## config.mk

```make
export PLATFORM = sky130hd
export DESIGN_NAME = sbs_search_ctrl
export DESIGN_NICKNAME = d
export VERILOG_FILES = /design/src/sbs_pkg.sv /design/src/sbs_search_ctrl.sv
export SDC_FILE = /design/constraint.sdc
export NUM_CORES = 1
export LEC_CHECK = 0
export ABC_AREA = 1
export BUFFER_PORTS_ARGS = -buffer_cell sky130_fd_sc_hd__buf_4
export CAP_MARGIN = 20
export CORE_ASPECT_RATIO = 1.75
export CORE_MARGIN = 8
export CORE_UTILIZATION = 53
export DETAILED_ROUTE_END_ITERATION = 8
export PLACE_DENSITY = 0.76
export SYNTH_ARGS = -nofsm -noshare
export SYNTH_HDL_FRONTEND = slang
export SYNTH_SLANG_ARGS = --single-unit
```

## constraint.sdc

```tcl
create_clock -name clk -period 7.3 [get_ports clk]
set_input_delay 2.19 -clock clk [delete_from_list [all_inputs] [get_ports clk]]
set_output_delay 2.19 -clock clk [all_outputs]
set_load 0.005 [all_outputs]
```

## src/sbs_pkg.sv

```systemverilog
package sbs_pkg;

    localparam int TABLE_DEPTH = 1024;
    localparam int ADDR_W      = $clog2(TABLE_DEPTH);
    localparam int COUNT_W     = ADDR_W + 1;
    localparam int POS_W       = 10;
    localparam int DATA_W      = 32;

    localparam logic CMD_WRITE  = 1'b0;
    localparam logic CMD_LOOKUP = 1'b1;

    typedef struct packed {
        logic                     command;
        logic [POS_W-1:0]         entry_position;
        logic signed [DATA_W-1:0] entry_or_key;
    } in_item_t;

    typedef struct packed {
        logic             found;
        logic [POS_W-1:0] match_position;
    } out_item_t;

    typedef struct packed {
        logic              we;
        logic [ADDR_W-1:0] waddr;
        logic [DATA_W-1:0] wdata;
        logic              re;
        logic [ADDR_W-1:0] raddr;
    } ram_req_t;

endpackage

```

## src/sbs_search_ctrl.sv

```systemverilog
module sbs_search_ctrl
    import sbs_pkg::*;
(
    input  logic              clk,
    input  logic              rst_n,
    input  logic              start,
    output logic              busy,
    input  in_item_t          item,
    output logic              done,
    output out_item_t         result,
    input  logic              cfg_write,
    input  logic [COUNT_W-1:0] cfg_data,
    output ram_req_t          ram_req,
    input  logic [DATA_W-1:0] ram_rdata
);

    typedef enum logic [2:0] {
        ST_IDLE    = 3'b001,
        ST_PROBE   = 3'b010,
        ST_COMPARE = 3'b100
    } state_t;

    state_t               state_reg, state_next;
    logic [COUNT_W-1:0]   count_reg;
    logic [COUNT_W-1:0]   lo_reg, lo_next;
    logic [COUNT_W-1:0]   hi_reg, hi_next;   // exclusive upper bound
    logic [ADDR_W-1:0]    mid_reg, mid_next;
    logic signed [DATA_W-1:0] key_reg, key_next;
    logic                 done_reg, done_next;
    out_item_t            result_reg, result_next;

    logic                 accept;
    logic [COUNT_W-1:0]   limit;
    logic [COUNT_W-1:0]   span;
    logic [COUNT_W-1:0]   mid_wide;
    logic [COUNT_W-1:0]   mid_ext;
    logic [COUNT_W-1:0]   mid_plus;
    logic signed [DATA_W-1:0] probe;

    assign accept = start && (state_reg == ST_IDLE);
    assign busy   = (state_reg != ST_IDLE);
    assign limit  = (count_reg > COUNT_W'(TABLE_DEPTH)) ? COUNT_W'(TABLE_DEPTH) : count_reg;

    // Midpoint of the current window: lo + (hi - 1 - lo) / 2
    assign span     = hi_reg - lo_reg - COUNT_W'(1);
    assign mid_wide = lo_reg + (span >> 1);
    assign mid_ext  = COUNT_W'(mid_reg);
    assign mid_plus = mid_ext + COUNT_W'(1);
    assign probe    = $signed(ram_rdata);

    always_comb
    begin
        state_next  = state_reg;
        lo_next     = lo_reg;
        hi_next     = hi_reg;
        mid_next    = mid_reg;
        key_next    = key_reg;
        done_next   = 1'b0;
        result_next = result_reg;

        ram_req.we    = 1'b0;
        ram_req.waddr = ADDR_W'(item.entry_position);
        ram_req.wdata = item.entry_or_key;
        ram_req.re    = 1'b0;
        ram_req.raddr = mid_wide[ADDR_W-1:0];

        case (state_reg)
            ST_IDLE:
            begin
                if (accept)
                begin
                    if (item.command == CMD_WRITE)
                    begin
                        ram_req.we = (COUNT_W'(item.entry_position) < COUNT_W'(TABLE_DEPTH));
                    end
                    else
                    begin
                        key_next = item.entry_or_key;
                        lo_next  = '0;
                        hi_next  = limit;
                        if (limit == '0)
                        begin
                            done_next   = 1'b1;
                            result_next = '0;
                        end
                        else
                        begin
                            state_next = ST_PROBE;
                        end
                    end
                end
            end
            ST_PROBE:
            begin
                ram_req.re = 1'b1;
                mid_next   = mid_wide[ADDR_W-1:0];
                state_next = ST_COMPARE;
            end
            ST_COMPARE:
            begin
                if (probe == key_reg)
                begin
                    done_next                  = 1'b1;
                    result_next.found          = 1'b1;
                    result_next.match_position = POS_W'(mid_reg);
                    state_next                 = ST_IDLE;
                end
                else if (probe < key_reg)
                begin
                    lo_next = mid_plus;
                    if (mid_plus >= hi_reg)
                    begin
                        done_next   = 1'b1;
                        result_next = '0;
                        state_next  = ST_IDLE;
                    end
                    else
                    begin
                        state_next = ST_PROBE;
                    end
                end
                else
                begin
                    hi_next = mid_ext;
                    if (lo_reg >= mid_ext)
                    begin
                        done_next   = 1'b1;
                        result_next = '0;
                        state_next  = ST_IDLE;
                    end
                    else
                    begin
                        state_next = ST_PROBE;
                    end
                end
            end
            default:
            begin
                state_next = ST_IDLE;
            end
        endcase
    end

    always_ff @(posedge clk or negedge rst_n)
    begin
        if (!rst_n)
        begin
            state_reg <= ST_IDLE;
            count_reg <= '0;
            done_reg  <= 1'b0;
        end
        else
        begin
            state_reg <= state_next;
            done_reg  <= done_next;
            if (cfg_write)
            begin
                count_reg <= cfg_data;
            end
        end
    end

    always_ff @(posedge clk)
    begin
        lo_reg     <= lo_next;
        hi_reg     <= hi_next;
        mid_reg    <= mid_next;
        key_reg    <= key_next;
        result_reg <= result_next;
    end

    assign done   = done_reg;
    assign result = result_reg;

    a_window_open: assert property (@(posedge clk) disable iff (!rst_n)
        (state_reg == ST_PROBE) |-> (lo_reg < hi_reg))
        else $error("probe issued on an empty window");

    a_window_bound: assert property (@(posedge clk) disable iff (!rst_n)
        (state_reg == ST_PROBE) |-> (hi_reg <= COUNT_W'(TABLE_DEPTH)))
        else $error("window runs past the table");

    a_compare_after_probe: assert property (@(posedge clk) disable iff (!rst_n)
        (state_reg == ST_PROBE) |=> (state_reg == ST_COMPARE))
        else $error("compare did not follow probe");

    a_done_source: assert property (@(posedge clk) disable iff (!rst_n)
        (state_reg == ST_PROBE || (state_reg == ST_IDLE && !start)) |=> !done_reg)
        else $error("result strobe without a finished lookup");

    a_hit_in_window: assert property (@(posedge clk) disable iff (!rst_n)
        (state_reg == ST_COMPARE) |-> (mid_ext >= lo_reg && mid_ext < hi_reg))
        else $error("midpoint outside window");

endmodule

```

=== Yosys cells after proc, flatten, opt, wreduce, memory -nomap -nowiden ===
Index checks and enable logic that the tools add are counted.
W data, S select, Z words.

* Input port bits: 90
* Logic and storage cells: 78
* Register bits after elaboration: 90

* Equal/unequal tests: 14
* Add/subtract/negate cells: 4
* Mux-type cells: 39
* Reduce and logical (&&, ||, !) cells: 8
* Order comparisons: 4

{| class="wikitable"
|+ Operators with widths
! cell !! count
|-
| $mux W11 || 16
|-
| $pmux W11 S2 || 3
|-
| $eq A32 B32 Y1 || 1
|-
| $lt A32 B32 Y1 || 1
|-
| $mux W3 || 5
|-
| $ne A2 B2 Y1 const B || 6
|-
| $add A10 B1 Y11 const B || 1
|-
| $ge A11 B10 Y1 || 1
|-
| $ge A11 B11 Y1 || 1
|-
| $gt A11 B11 Y1 const B || 1
|-
| $logic_not A11 Y1 || 1
|-
| $mux W1 || 11
|-
| $sub A11 B1 Y11 const B || 1
|-
| $sub A11 B11 Y11 || 1
|-
| $add A10 B10 Y10 || 1
|-
| $reduce_and A5 Y1 || 2
|-
| $pmux W3 S3 || 1
|-
| $ne A4 B4 Y1 const B || 2
|-
| $reduce_and A3 Y1 || 2
|-
| $reduce_and A6 Y1 || 1
|-
| $mux W2 || 2
|-
| $eq A3 B1 Y1 const B || 1
|-
| $eq A3 B2 Y1 const B || 1
|-
| $eq A3 B3 Y1 const B || 1
|-
| 5 further kinds || 5
|}

=== Logic depth before layout (Yosys ltp) ===
Gate-level depths: netlist of run 1.

* Depth after elaboration: 7
* Depth in mapped cells: 20
* Gate-level depth less buffers: 20

=== Least setup slack after synthesis of run 1 ===
No wires, ideal clock.

* Kind: input-to-reg
* Start: in start
* End: reg lo_reg[0], enable pin
* Buffers on the path: 0
* Arrival time: 4.461 ns
* Required time: 6.917 ns
* Slack: 2.457 ns
* Stages on the path: 4
* Path through: nand2_1 -> nor2_1 -> nor2_1 -> a21oi_1

* Word-level cells in the longest chain between the ends: 3

{| class="wikitable"
|+ Ends and longest elaborated chain
! what !! RTL line !! RTL
|-
| from (decl) || sbs_search_ctrl.sv:6 || <nowiki>input logic start,</nowiki>
|-
| $logic_and A1 B1 Y1 || sbs_search_ctrl.sv:40 || <nowiki>assign accept = start && (state_reg == ST_IDLE);</nowiki>
|-
| $ne A2 B2 Y1 (no line) || n/a ||
|-
| $reduce_and A5 Y1 (no line) || n/a ||
|-
| to (signal assigned) || sbs_search_ctrl.sv:165 || <nowiki>lo_reg <= lo_next;</nowiki>
|-
| to (decl) || sbs_search_ctrl.sv:25 || <nowiki>logic [COUNT_W-1:0] lo_reg, lo_next;</nowiki>
|}

No other way between the ends.
A chain may end at the register's enable or synchronous reset.

==> metrics.sh, run 1 <==
MAPPEDNETLISTNETS=816
SHARE_OF_CELLS_ABOVE_DRIVE_STRENGTH_1_PCT=23.3
HOLD_VIOL=0
SETUP_VIOL_COUNT_FINAL=0
POWER.DENSITY_CELL_AREA_mW_PER_MM2=317
P_TOTAL_mW=2.28
ANTENNA-DIODE-COUNT=0
WORSTPATHREQUIRED_NS=5.11
SLEW_HEADROOM_PCT=37.7
ASYNC_FLOP_SHARE_PCT=16.7
GP_CONGESTION=0.904
TIMING_WORST_SLEW_PIN_VALUE_NS=0.933
POST_SYNTH_MAIN_AREA_CONTRIBUTORS='sky130_fd_sc_hd__edfxtp_1, sky130_fd_sc_hd__ha_1, sky130_fd_sc_hd__inv_1'
SYNTH.LARGEST_AREA_CELL='sky130_fd_sc_hd__edfxtp_1'
YS_TYPES=39
SYNTH_TOP_FLOP_CELL='sky130_fd_sc_hd__edfxtp_1'
LAYOUT_MIN_CYCLE_TIME_NS=5.66
DIE_HEIGHT_UM=157
POST_CTS_BUFFERS=0
CTS_ROOT_BUF='sky130_fd_sc_hd__clkbuf_16'
GR-USAGE-ALL-LAYERS_PCT=21.2
GRT_OVERFLOW=0
POSTPLACECELLAREA_MM2=0.00690
SYNTH.TOP_CELL.AREA_SHARE_PCT=37.5
POST_DRT_WL_PER_CELL_UM=17.4
TOP_CELL_TYPES_BY_OCCURRENCE_AFTER_SYNTHESIS='sky130_fd_sc_hd__inv_1, sky130_fd_sc_hd__nand2_1, sky130_fd_sc_hd__edfxtp_1'
PLACEMENTROWS=51
CTS_HOLD_BUFFERS=0
FINALINSTANCEAREA_MM2=0.00720
MAXCLOCKFREQUENCY_MHz=177
CLOCK_TREE.BUFFER_DEPTH=2
RSZ0062_AT_GRT='no'
YOSYS_WARNINGS=0
DIE_W_UM=96.5
YOSYS.CELL_COUNT.TOP_TYPE='sky130_fd_sc_hd__inv_1'
GRT_PASS1_VIAS=5316
MIN_PATH_TYPE='register to register'
IO-PIN-COUNT=157
VDD_DROP_MAX_V=0.000258
CTS.SINK_COUNT=90
SKEW_NS=0.0145
FINAL_NETS=919
SETUP.WORST_PATH.END_CLASS='output pin'
GRT_PASS1_WL_UM=24200
POST-ROUTE-PERIOD-UTIL_PCT=77.5
WORST_HOLD_SLACK_NS=0.501
ARRIVAL_NS=3.47
H-TREE-DEPTH=3
PATH_CLK_SLEW_NS=0.07
FINALWORSTSETUPSLACK_NS=1.64
COREAREA_MM2=0.0111
WORSTPATHMAXFANOUT=4
SYN-INSTANCE-COUNT=652
CLOCK_TREE_FROM_TRITONCTS='yes'
DIE_AREA_MM2=0.0151
PRE_CTS_WS_NS=2.02
TOTAL_NEGATIVE_SLACK_NS=0
START_KIND='register'
SYNTHTOLAYOUTAREAGROWTH_PCT=19.8
NETLIST_AREA_MM2=0.00601
DRC_ERRORS_LEFT=0
AVGSYNTHCELLAREA_UM2=9.22
TOTAL_LEAKAGE_POWER_nW=3.57
ROUTED_WL_UM=15500
ANTENNA_FOUND_INITIAL=0
POST_SYNTH_EDFFS=75
INITIALDRTVIOLATIONCOUNT=174
MAX_CAP_VIOLATIONS=0
ANT_NETS=0
INITIAL_UTIL_PCT=54.1
DETAIL_ROUTE.VIAS_PER_CELL=5.42
ROUTED-VIA-COUNT=4835
GRT_MAX_DEGREE=35
SLEW_VIOLATIONS=0
CTS_RESIZED=0
OUTCOME='complete, no violations'
PLACE.PORT_BUFFERS=136
PLACED_WIRE_LENGTH_ESTIMATE_UM=13000
CLOCK_LATENCY_NS=0.35
CTS_MADE_BUFFERS=9
LARGEST_REG_FLOPS=32
SYNTH_SEQUENTIAL_AREA_RATIO_PCT=43.7
DETAILED_ROUTING_ITERATION_COUNT_FOR_THE_PRE_ANTENNA_REPAIR_PASS=4
CRITICAL_PATH_CLASS='register to output pin'
POSTSYNTHREGISTERBITS=90
## area by class of cell
class	count	area, um^2
fillers	948	3900
flip-flops and latches	90	2630
multi-input cells	400	2630
repair buffers	139	1040
inverters	115	432
clock buffers	11	253
well taps	132	165
clock inverters	5	52.6
## cells in the final DEF, fill, tap and decap left out, types with 14 or more instances in the layout
cell type,n
sky130_fd_sc_hd__a21oi_1,38
sky130_fd_sc_hd__buf_4,139
sky130_fd_sc_hd__dfrtp_1,14
sky130_fd_sc_hd__edfxtp_1,75
sky130_fd_sc_hd__ha_1,72
sky130_fd_sc_hd__inv_1,114
sky130_fd_sc_hd__nand2_1,97
sky130_fd_sc_hd__nand3_1,17
sky130_fd_sc_hd__nor2_1,62
sky130_fd_sc_hd__o21ai_0,23
sky130_fd_sc_hd__xor2_1,18
## report_power, final
group,internal [mW],switching (mW),leakage (nW),total [mW]
sequential,0.686,0.0541,0.896,0.740
clock,0.282,0.198,0.151,0.481
combinational,0.456,0.606,2.52,1.06
## cells by family after synthesis
family                     Yosys count  synth area share [%]
adders and majority gates           74                  15.7
buffers and inverters              162                  12.8
muxes                                3                 0.562
xor gates and xnor gates            23                  3.35
AOI/OAI and AO/OA                   84                  8.14
and+or+nand+nor                    216                  15.8
DFF                                 90                  43.7
## critical path: stages, from the launching register on
cell and delay (ns):
sky130_fd_sc_hd__edfxtp_1 0.39, sky130_fd_sc_hd__inv_1 0.06, sky130_fd_sc_hd__ha_1 0.34, sky130_fd_sc_hd__a21oi_1 0.19
sky130_fd_sc_hd__nor2_1 0.09, sky130_fd_sc_hd__nor4_2 0.31, sky130_fd_sc_hd__nor2_1 0.06, sky130_fd_sc_hd__o21ai_0 0.15
sky130_fd_sc_hd__nand2_1 0.08, sky130_fd_sc_hd__xor2_1 0.12, sky130_fd_sc_hd__inv_1 0.06, sky130_fd_sc_hd__ha_1 0.29
sky130_fd_sc_hd__inv_1 0.09, sky130_fd_sc_hd__nor3_1 0.25, sky130_fd_sc_hd__nand3_1 0.11, sky130_fd_sc_hd__o2111ai_1 0.16
sky130_fd_sc_hd__xor2_1 0.23, sky130_fd_sc_hd__buf_4 0.15
## final timing paths
| path | cells past startpoint | slack, ns | end | startpoint |
|---|---|---|---|---|
| hold reg to reg | 1 | 0.50 | state_reg[2] | state_reg[2] |
| min in group asynchronous | 1 | 1.68 | done | rst_n |
| hold / removal | 1 | 0.50 | state_reg[2] | state_reg[2] |
| setup / recovery | 17 | 1.64 | ram_req[9] | lo_reg[2] |
| setup reg to reg | 17 | 3.61 | result[4] | mid_reg[0] |
| max in group asynchronous | 1 | 5.36 | state_reg[0] | rst_n |
## through the flow
stage,utilization [%],std cells
2_1_floorplan,-,652
6_report,64.9,892
3_5_place_dp,62.1,876
3_3_place_gp,62.0,875
4_1_cts,64.9,892
5_1_grt,64.9,892
## routing by layer
layer	GRT usage [%]	wire length [um]	up-vias
met3	5.48	1090	60
met4	14.8	948	0
met2	40.5	8820	188
li1	-	-	2336
met5	0	0	-
met1	17.4	4670	2251
Note: power is estimated with default switching activity, not from simulation.
==> run 2: changes to the inputs <==
==> constraint.sdc (replaced) <==
create_clock -name clk -period 5.85 [get_ports clk]
set_input_delay 1.755 -clock clk [delete_from_list [all_inputs] [get_ports clk]]
set_output_delay 1.755 -clock clk [all_outputs]
set_load 0.005 [all_outputs]
==> run 2 against run 1 <==
Compared with the run above:
- combinational power grew 25%
- global-route usage barely moved
- power up 26%
- core utilization is 0.21 points higher
- critical path depth stayed put
- largest power group unchanged
- clock skew is 0.0062 ns lower
- register-to-register slack got worse by 1.5 ns
- highest routed layer unchanged
- hold slack worse by 0.012 ns
==> metrics.sh, run 2 (synthesis results as in run 1) <==
TIMING.HOLD.WORST_PATH_DEPTH=1
TOTAL_NEGATIVE_SLACK_NS=0
CLOCK_LATENCY_NS=0.35
DIE_AREA_MM2=0.0151
CRITICAL_PATH_CLASS='register to output pin'
DRC_ERRORS_LEFT=0
LARGEST_REG_FLOPS=32
FILLERS=931
SLEW_VIOLATIONS=0
DIE_HEIGHT_UM=157
LAYOUT_COMMONEST_CELL='sky130_fd_sc_hd__buf_4'
POSTPLACECELLAREA_MM2=0.00690
WORST_HOLD_SLACK_NS=0.489
IO-PIN-COUNT=157
WORSTPATHREQUIRED_NS=4.09
VDD_DROP_MAX_V=0.000332
PLACED_WIRE_LENGTH_ESTIMATE_UM=12700
SETUP_VIOL_COUNT_FINAL=0
START_KIND='register'
PATH_CLK_SLEW_NS=0.07
ANTENNA_FOUND_INITIAL=0
GRT_PASS1_WL_UM=24200
GRT_OVERFLOW=0
ROUTED-VIA-COUNT=4799
CLOCK_TREE_FROM_TRITONCTS='yes'
PLACED_CELLS_INCL_TAPS=877
ARRIVAL_NS=3.54
RSZ0062_AT_GRT='no'
POST-ROUTE-PERIOD-UTIL_PCT=90.5
GRT_PASS1_VIAS=5334
POST_CTS_BUFFERS=0
TIMING.REG2REG.WORST_PATH_DEPTH=19
POST_DRT_WL_PER_CELL_UM=17.1
FINAL_NETS=920
CTS_RESIZED=0
COREAREA_MM2=0.0111
INITIALDRTVIOLATIONCOUNT=224
OUTCOME='complete, no violations'
ANT_NETS=0
WORSTPATHMAXFANOUT=4
DETAILED_ROUTING_ITERATION_COUNT_FOR_THE_PRE_ANTENNA_REPAIR_PASS=4
TOTAL_LEAKAGE_POWER_nW=3.58
LAYOUT.CELLS.MOST_COMMON_LIST='sky130_fd_sc_hd__buf_4, sky130_fd_sc_hd__inv_1, sky130_fd_sc_hd__nand2_1, sky130_fd_sc_hd__edfxtp_1, sky130_fd_sc_hd__ha_1'
SYNTHTOLAYOUTAREAGROWTH_PCT=20.2
GR-USAGE-ALL-LAYERS_PCT=21.2
CTS_MADE_BUFFERS=9
MIN_PATH_TYPE='register to register'
ANTENNA-DIODE-COUNT=0
CLOCK_TREE.BUFFER_DEPTH=2
INITIAL_UTIL_PCT=54.1
CTS_ROOT_BUF='sky130_fd_sc_hd__clkbuf_16'
SETUP.WORST_PATH.END_CLASS='output pin'
HOLD_VIOL=0
LAYOUT_MIN_CYCLE_TIME_NS=5.29
CTS_HOLD_BUFFERS=0
GP_CONGESTION=0.909
FIN_CELLS=893
SLEW_HEADROOM_PCT=33.3
POWER.DENSITY_CELL_AREA_mW_PER_MM2=397
DIE_W_UM=96.5
MAX_CAP_VIOLATIONS=0
SHARE_OF_CELLS_ABOVE_DRIVE_STRENGTH_1_PCT=23.1
DETAIL_ROUTE.VIAS_PER_CELL=5.37
H-TREE-DEPTH=3
PLACE.PORT_BUFFERS=136
CTS.SINK_COUNT=90
ROUTED_WL_UM=15300
SKEW_NS=0.00830
GRT_MAX_DEGREE=33
TIMING_WORST_SLEW_PIN_VALUE_NS=0.997
FINALINSTANCEAREA_MM2=0.00723
PLACEMENTROWS=51
MAXCLOCKFREQUENCY_MHz=189
P_TOTAL_mW=2.87
run 2: cell types whose count changed in the layout (fill, tap and decap cells not counted):
| cell | change |
|---|---|
| sky130_fd_sc_hd__buf_4 | +1 |
| sky130_fd_sc_hd__bufinv_16 | +1 |
| sky130_fd_sc_hd__clkbuf_1 | +2 |
| sky130_fd_sc_hd__clkbuf_8 | -1 |
| sky130_fd_sc_hd__clkinv_2 | -3 |
| sky130_fd_sc_hd__clkinvlp_4 | +1 |
run 2: area by class of cell:
type	instances	area, um^2	share of cell area, %
Timing Repair Buffer	140	1050	14.5
Multi-Input combinational cell	400	2630	36.4
Sequential cell	90	2630	36.4
Clock inverter	4	75.1	1.04
Tap cell	132	165	2.29
Inverter	115	432	5.97
Clock buffer	12	246	3.41
run 2: worst max-delay path, stage by stage (launching register included):
cell and delay, ns:
sky130_fd_sc_hd__edfxtp_1 0.39, sky130_fd_sc_hd__inv_1 0.06, sky130_fd_sc_hd__ha_1 0.35, sky130_fd_sc_hd__a21oi_1 0.21, sky130_fd_sc_hd__nor2_1 0.10, sky130_fd_sc_hd__nor4_2 0.30, sky130_fd_sc_hd__nor2_1 0.06, sky130_fd_sc_hd__o21ai_0 0.15
sky130_fd_sc_hd__nand2_1 0.08, sky130_fd_sc_hd__xor2_1 0.14, sky130_fd_sc_hd__inv_1 0.06, sky130_fd_sc_hd__ha_1 0.29, sky130_fd_sc_hd__inv_1 0.09, sky130_fd_sc_hd__nor3_1 0.26, sky130_fd_sc_hd__nand3_1 0.12, sky130_fd_sc_hd__o2111ai_1 0.16
sky130_fd_sc_hd__xor2_1 0.22, sky130_fd_sc_hd__buf_4 0.14
run 2: stage by stage:
step	utilization (%)	worst slack [ns]
2_1_floorplan	-	1.44
3_3_place_gp	62.2	1.14
3_5_place_dp	62.2	0.944
4_1_cts	65.1	0.556
5_1_grt	65.1	0.234
6_report	65.1	0.555
run 2: worst paths after layout:
kind	end	from	slack, ns
hold reg to reg	state_reg[2]	state_reg[2]	0.49
hold / removal	state_reg[2]	state_reg[2]	0.49
setup / recovery	ram_req[9]	lo_reg[2]	0.56
min in group asynchronous	done	rst_n	1.25
setup reg to reg	result[6]	mid_reg[0]	2.15
max in group asynchronous	state_reg[0]	rst_n	4.35
run 2: power by group:
group	leakage [nW]	internal (mW)	total [mW]	switching (mW)
Clock	0.149	0.387	0.633	0.247
Sequential	0.896	0.856	0.923	0.0671
Combinational	2.53	0.569	1.32	0.747
run 2: layer usage:
metal	part of all wire [%]	up-vias	GRT usage, %
li1	-	2343	-
met1	31	2212	18.1
met2	56	179	39.6
met3	6.6	65	6.06
met4	5.6	0	14.2
met5	0	-	0
==> run 3: changes to the inputs <==
--- a/config.mk
+++ b/config.mk
@@ -5,14 +5,13 @@
 export SDC_FILE = /design/constraint.sdc
 export NUM_CORES = 1
 export LEC_CHECK = 0
-export ABC_AREA = 1
 export BUFFER_PORTS_ARGS = -buffer_cell sky130_fd_sc_hd__buf_4
 export CAP_MARGIN = 20
 export CORE_ASPECT_RATIO = 1.75
 export CORE_MARGIN = 8
 export CORE_UTILIZATION = 53
 export DETAILED_ROUTE_END_ITERATION = 8
-export PLACE_DENSITY = 0.76
+export PLACE_DENSITY = 0.77
 export SYNTH_ARGS = -nofsm -noshare
 export SYNTH_HDL_FRONTEND = slang
 export SYNTH_SLANG_ARGS = --single-unit
==> run 3 against run 2 <==
Compared with the run above:
- first-iteration DRC count decreased by 15%
- final area decreased by 2.8%
- clock power is 3.6% higher
- non-clock buffer count rose by 3
- critical path depth is 3 lower
- core utilization rose by 0.96 points
- via count decreased by 11%
- count of clock-buffer cells in the layout decreased by 1
==> metrics.sh, run 3 <==
FINALINSTANCEAREA_MM2=0.00702
CLOCK_TREE_FROM_TRITONCTS='yes'
AVGSYNTHCELLAREA_UM2=10.8
SYNTH_TOP_FLOP_CELL='sky130_fd_sc_hd__edfxtp_1'
START_KIND='register'
H-TREE-DEPTH=3
SKEW_NS=0.00847
TIMING_WORST_SLEW_PIN_VALUE_NS=0.821
SYN-INSTANCE-COUNT=532
PLACEMENTROWS=50
SYNTHTOLAYOUTAREAGROWTH_PCT=21.8
CP_SLOWEST_STAGE_DELAY_NS=0.53
WORSTPATHMAXFANOUT=5
NETLIST_AREA_MM2=0.00577
WORST_HOLD_SLACK_NS=0.539
SYNTH.TOP_CELL.AREA_SHARE_PCT=39.0
POWER.DENSITY_CELL_AREA_mW_PER_MM2=256
SETUP.WORST_PATH.END_CLASS='output pin'
HOLD_START='count_reg[8]'
WL_MET1_UM=4610
PLACED_WIRE_LENGTH_ESTIMATE_UM=11500
PRE_CTS_WS_NS=0.526
YOSYS_WARNINGS=0
POST-ROUTE-PERIOD-UTIL_PCT=95.4
YOSYS.CELL_COUNT.TOP_TYPE='sky130_fd_sc_hd__edfxtp_1'
DETAILED_ROUTING_ITERATION_COUNT_FOR_THE_PRE_ANTENNA_REPAIR_PASS=4
SETUP_VIOL_COUNT_FINAL=0
SLEW_VIOLATIONS=0
POST_DRT_WL_PER_CELL_UM=18.0
DIE_AREA_MM2=0.0146
POSTSYNTHREGISTERBITS=90
PLACED_CELLS_INCL_TAPS=753
CRITICAL_PATH.STARTPOINT='lo_reg[1]'
INITIALDRTVIOLATIONCOUNT=190
INITIAL_UTIL_PCT=54.2
POSTPLACECELLAREA_MM2=0.00667
TOTAL_LEAKAGE_POWER_nW=3.20
ANT_NETS=0
CRITICAL_PATH_CLASS='register to output pin'
COREAREA_MM2=0.0106
WORSTPATHREQUIRED_NS=4.09
TOP_CELL_TYPES_BY_OCCURRENCE_AFTER_SYNTHESIS='sky130_fd_sc_hd__edfxtp_1, sky130_fd_sc_hd__ha_1, sky130_fd_sc_hd__inv_1'
DIE_W_UM=94.9
MAPPEDNETLISTNETS=696
MET2_WIRELENGTH_UM=7680
ROUTED_WL_UM=13900
CTS_ROOT_BUF='sky130_fd_sc_hd__clkbuf_16'
RSZ0062_AT_GRT='no'
CRIT_SLOWEST_CELL='sky130_fd_sc_hd__or4_1'
CLOCK_TREE.BUFFER_DEPTH=2
DRC_ERRORS_LEFT=0
CRIT_FAMILY='compound AO/OA/AOI/OAI gates'
CRITICAL_PATH.CELL_CHAIN='buf_4 -> fa_1 -> nor2b_1 -> o21ai_0 -> a21boi_1 -> o21ai_0 -> nor2b_1 -> xnor2_1 -> ha_1 -> or4_1 -> a31o_1 -> a21oi_2 -> xnor3_1 -> buf_4'
WORST_FLOP_TO_FLOP_PATH_STARTPOINT='mid_reg[2]'
GRT_MAX_DEGREE=30
SYNTH_SEQUENTIAL_AREA_RATIO_PCT=45.6
LAYOUT_COMMONEST_CELL='sky130_fd_sc_hd__buf_4'
ARRIVAL_NS=3.82
DIE_HEIGHT_UM=154
ASYNC_FLOP_SHARE_PCT=16.7
LARGEST_REG_FLOPS=32
SHARE_OF_CELLS_ABOVE_DRIVE_STRENGTH_1_PCT=27.6
POST_SYNTH_EDFFS=75
CTS.SINK_COUNT=90
ROUTED-VIA-COUNT=4288
OUTCOME='complete, no violations'
GRT_PASS1_WL_UM=22400
TOTAL_NEGATIVE_SLACK_NS=0
FINAL_NETS=801
CTS_MADE_BUFFERS=9
DETAIL_ROUTE.VIAS_PER_CELL=5.55
LAYOUT_MIN_CYCLE_TIME_NS=5.58
POST_SYNTH_MAIN_AREA_CONTRIBUTORS='sky130_fd_sc_hd__edfxtp_1, sky130_fd_sc_hd__ha_1, sky130_fd_sc_hd__dfrtp_1'
SLEW_HEADROOM_PCT=45.1
MAX_CAP_VIOLATIONS=0
GRT_OVERFLOW=0
VDD_DROP_MAX_V=0.000183
GP_CONGESTION=0.869
SYNTH.LARGEST_AREA_CELL='sky130_fd_sc_hd__edfxtp_1'
FIN_CELLS=772
ANTENNA-DIODE-COUNT=0
DR_WL_MET3_UM=995
LAYOUT.CELLS.MOST_COMMON_LIST='sky130_fd_sc_hd__buf_4, sky130_fd_sc_hd__edfxtp_1, sky130_fd_sc_hd__ha_1, sky130_fd_sc_hd__inv_1, sky130_fd_sc_hd__nand2_1'
PLACE.PORT_BUFFERS=136
MIN_PATH_TYPE='register to register'
YS_TYPES=52
CLOCK_LATENCY_NS=0.35
MAXCLOCKFREQUENCY_MHz=179
ROUTED.TOP_LAYER='met4'
FINALWORSTSETUPSLACK_NS=0.271
GRT_PASS1_VIAS=4759
HOLD_VIOL=0
ANTENNA_FOUND_INITIAL=0
IO-PIN-COUNT=157
GR-USAGE-ALL-LAYERS_PCT=19.8
WORST-PATH-BUF-INV=2
PATH_CLK_SLEW_NS=0.06
run 3: changes by cell type after synthesis, sizes merged, moves of 7 or more:
| cell | previous run | this run |
|---|---|---|
| a21o | 2 | 10 |
| xor2 | 18 | 5 |
| nand2 | 103 | 26 |
| mux2 | 3 | 11 |
| nor2 | 65 | 16 |
| nand3 | 19 | 12 |
| and2 | 0 | 11 |
| nor3 | 11 | 19 |
| inv | 115 | 71 |
| xnor2 | 5 | 18 |
| a21oi | 40 | 24 |
run 3: stage by stage:
step	power [mW]	util, %
floorplan	1.00	-
global placement	1.13	62.4
detailed placement	1.16	62.7
CTS	1.81	65.8
global route	1.87	66.0
finish	1.80	66.0
run 3: area by class of cell:
cell class	instances	area, um^2
clock buffers	11	233
clock inverters	5	103
fillers	839	3610
inverters	71	267
multi-input cells	322	2540
flip-flops and latches	90	2630
well taps	130	163
repair buffers	143	1090
run 3: power breakdown:
group | total (mW) | internal [mW] | switching, mW
Clock | 0.656 | 0.417 | 0.239
Sequential | 0.761 | 0.740 | 0.0210
Combinational | 0.382 | 0.199 | 0.183
run 3: kinds of logic (layout without fill, tap and decap cells):
family	Yosys count	count (layout)	synth area share (%)
simple gates	126	126	11.7
buf+inv	120	230	10.5
flops	90	90	45.6
compound gates	85	85	9.50
fa+ha+maj	74	74	16.3
xor+xnor	24	24	3.88
mux	13	13	2.49
run 3: final timing paths:
path	endpoint	slack [ns]	depth (start not counted)
worst max-delay path	ram_req[9]	0.27	14
worst min-delay path	count_reg[8]	0.54	1
worst max register to register	result[2]	2.06	11
worst min register to register	count_reg[8]	0.54	1
max in group asynchronous	state_reg[0]	4.35	1
min in group asynchronous	count_reg[1]	1.26	1
run 3: layer usage:
| metal | GRT usage [%] | up-vias |
|---|---|---|
| li1 | - | 2071 |
| met1 | 17.8 | 2032 |
| met2 | 37.0 | 149 |
| met3 | 6.78 | 36 |
| met4 | 10.3 | 0 |
| met5 | 0 | - |
run 3: repair_timing:
action,CTS,global route
setup endpoints to repair,0,1
buffers inserted,0,3
hold buffers,0,0
gates resized for setup,0,2
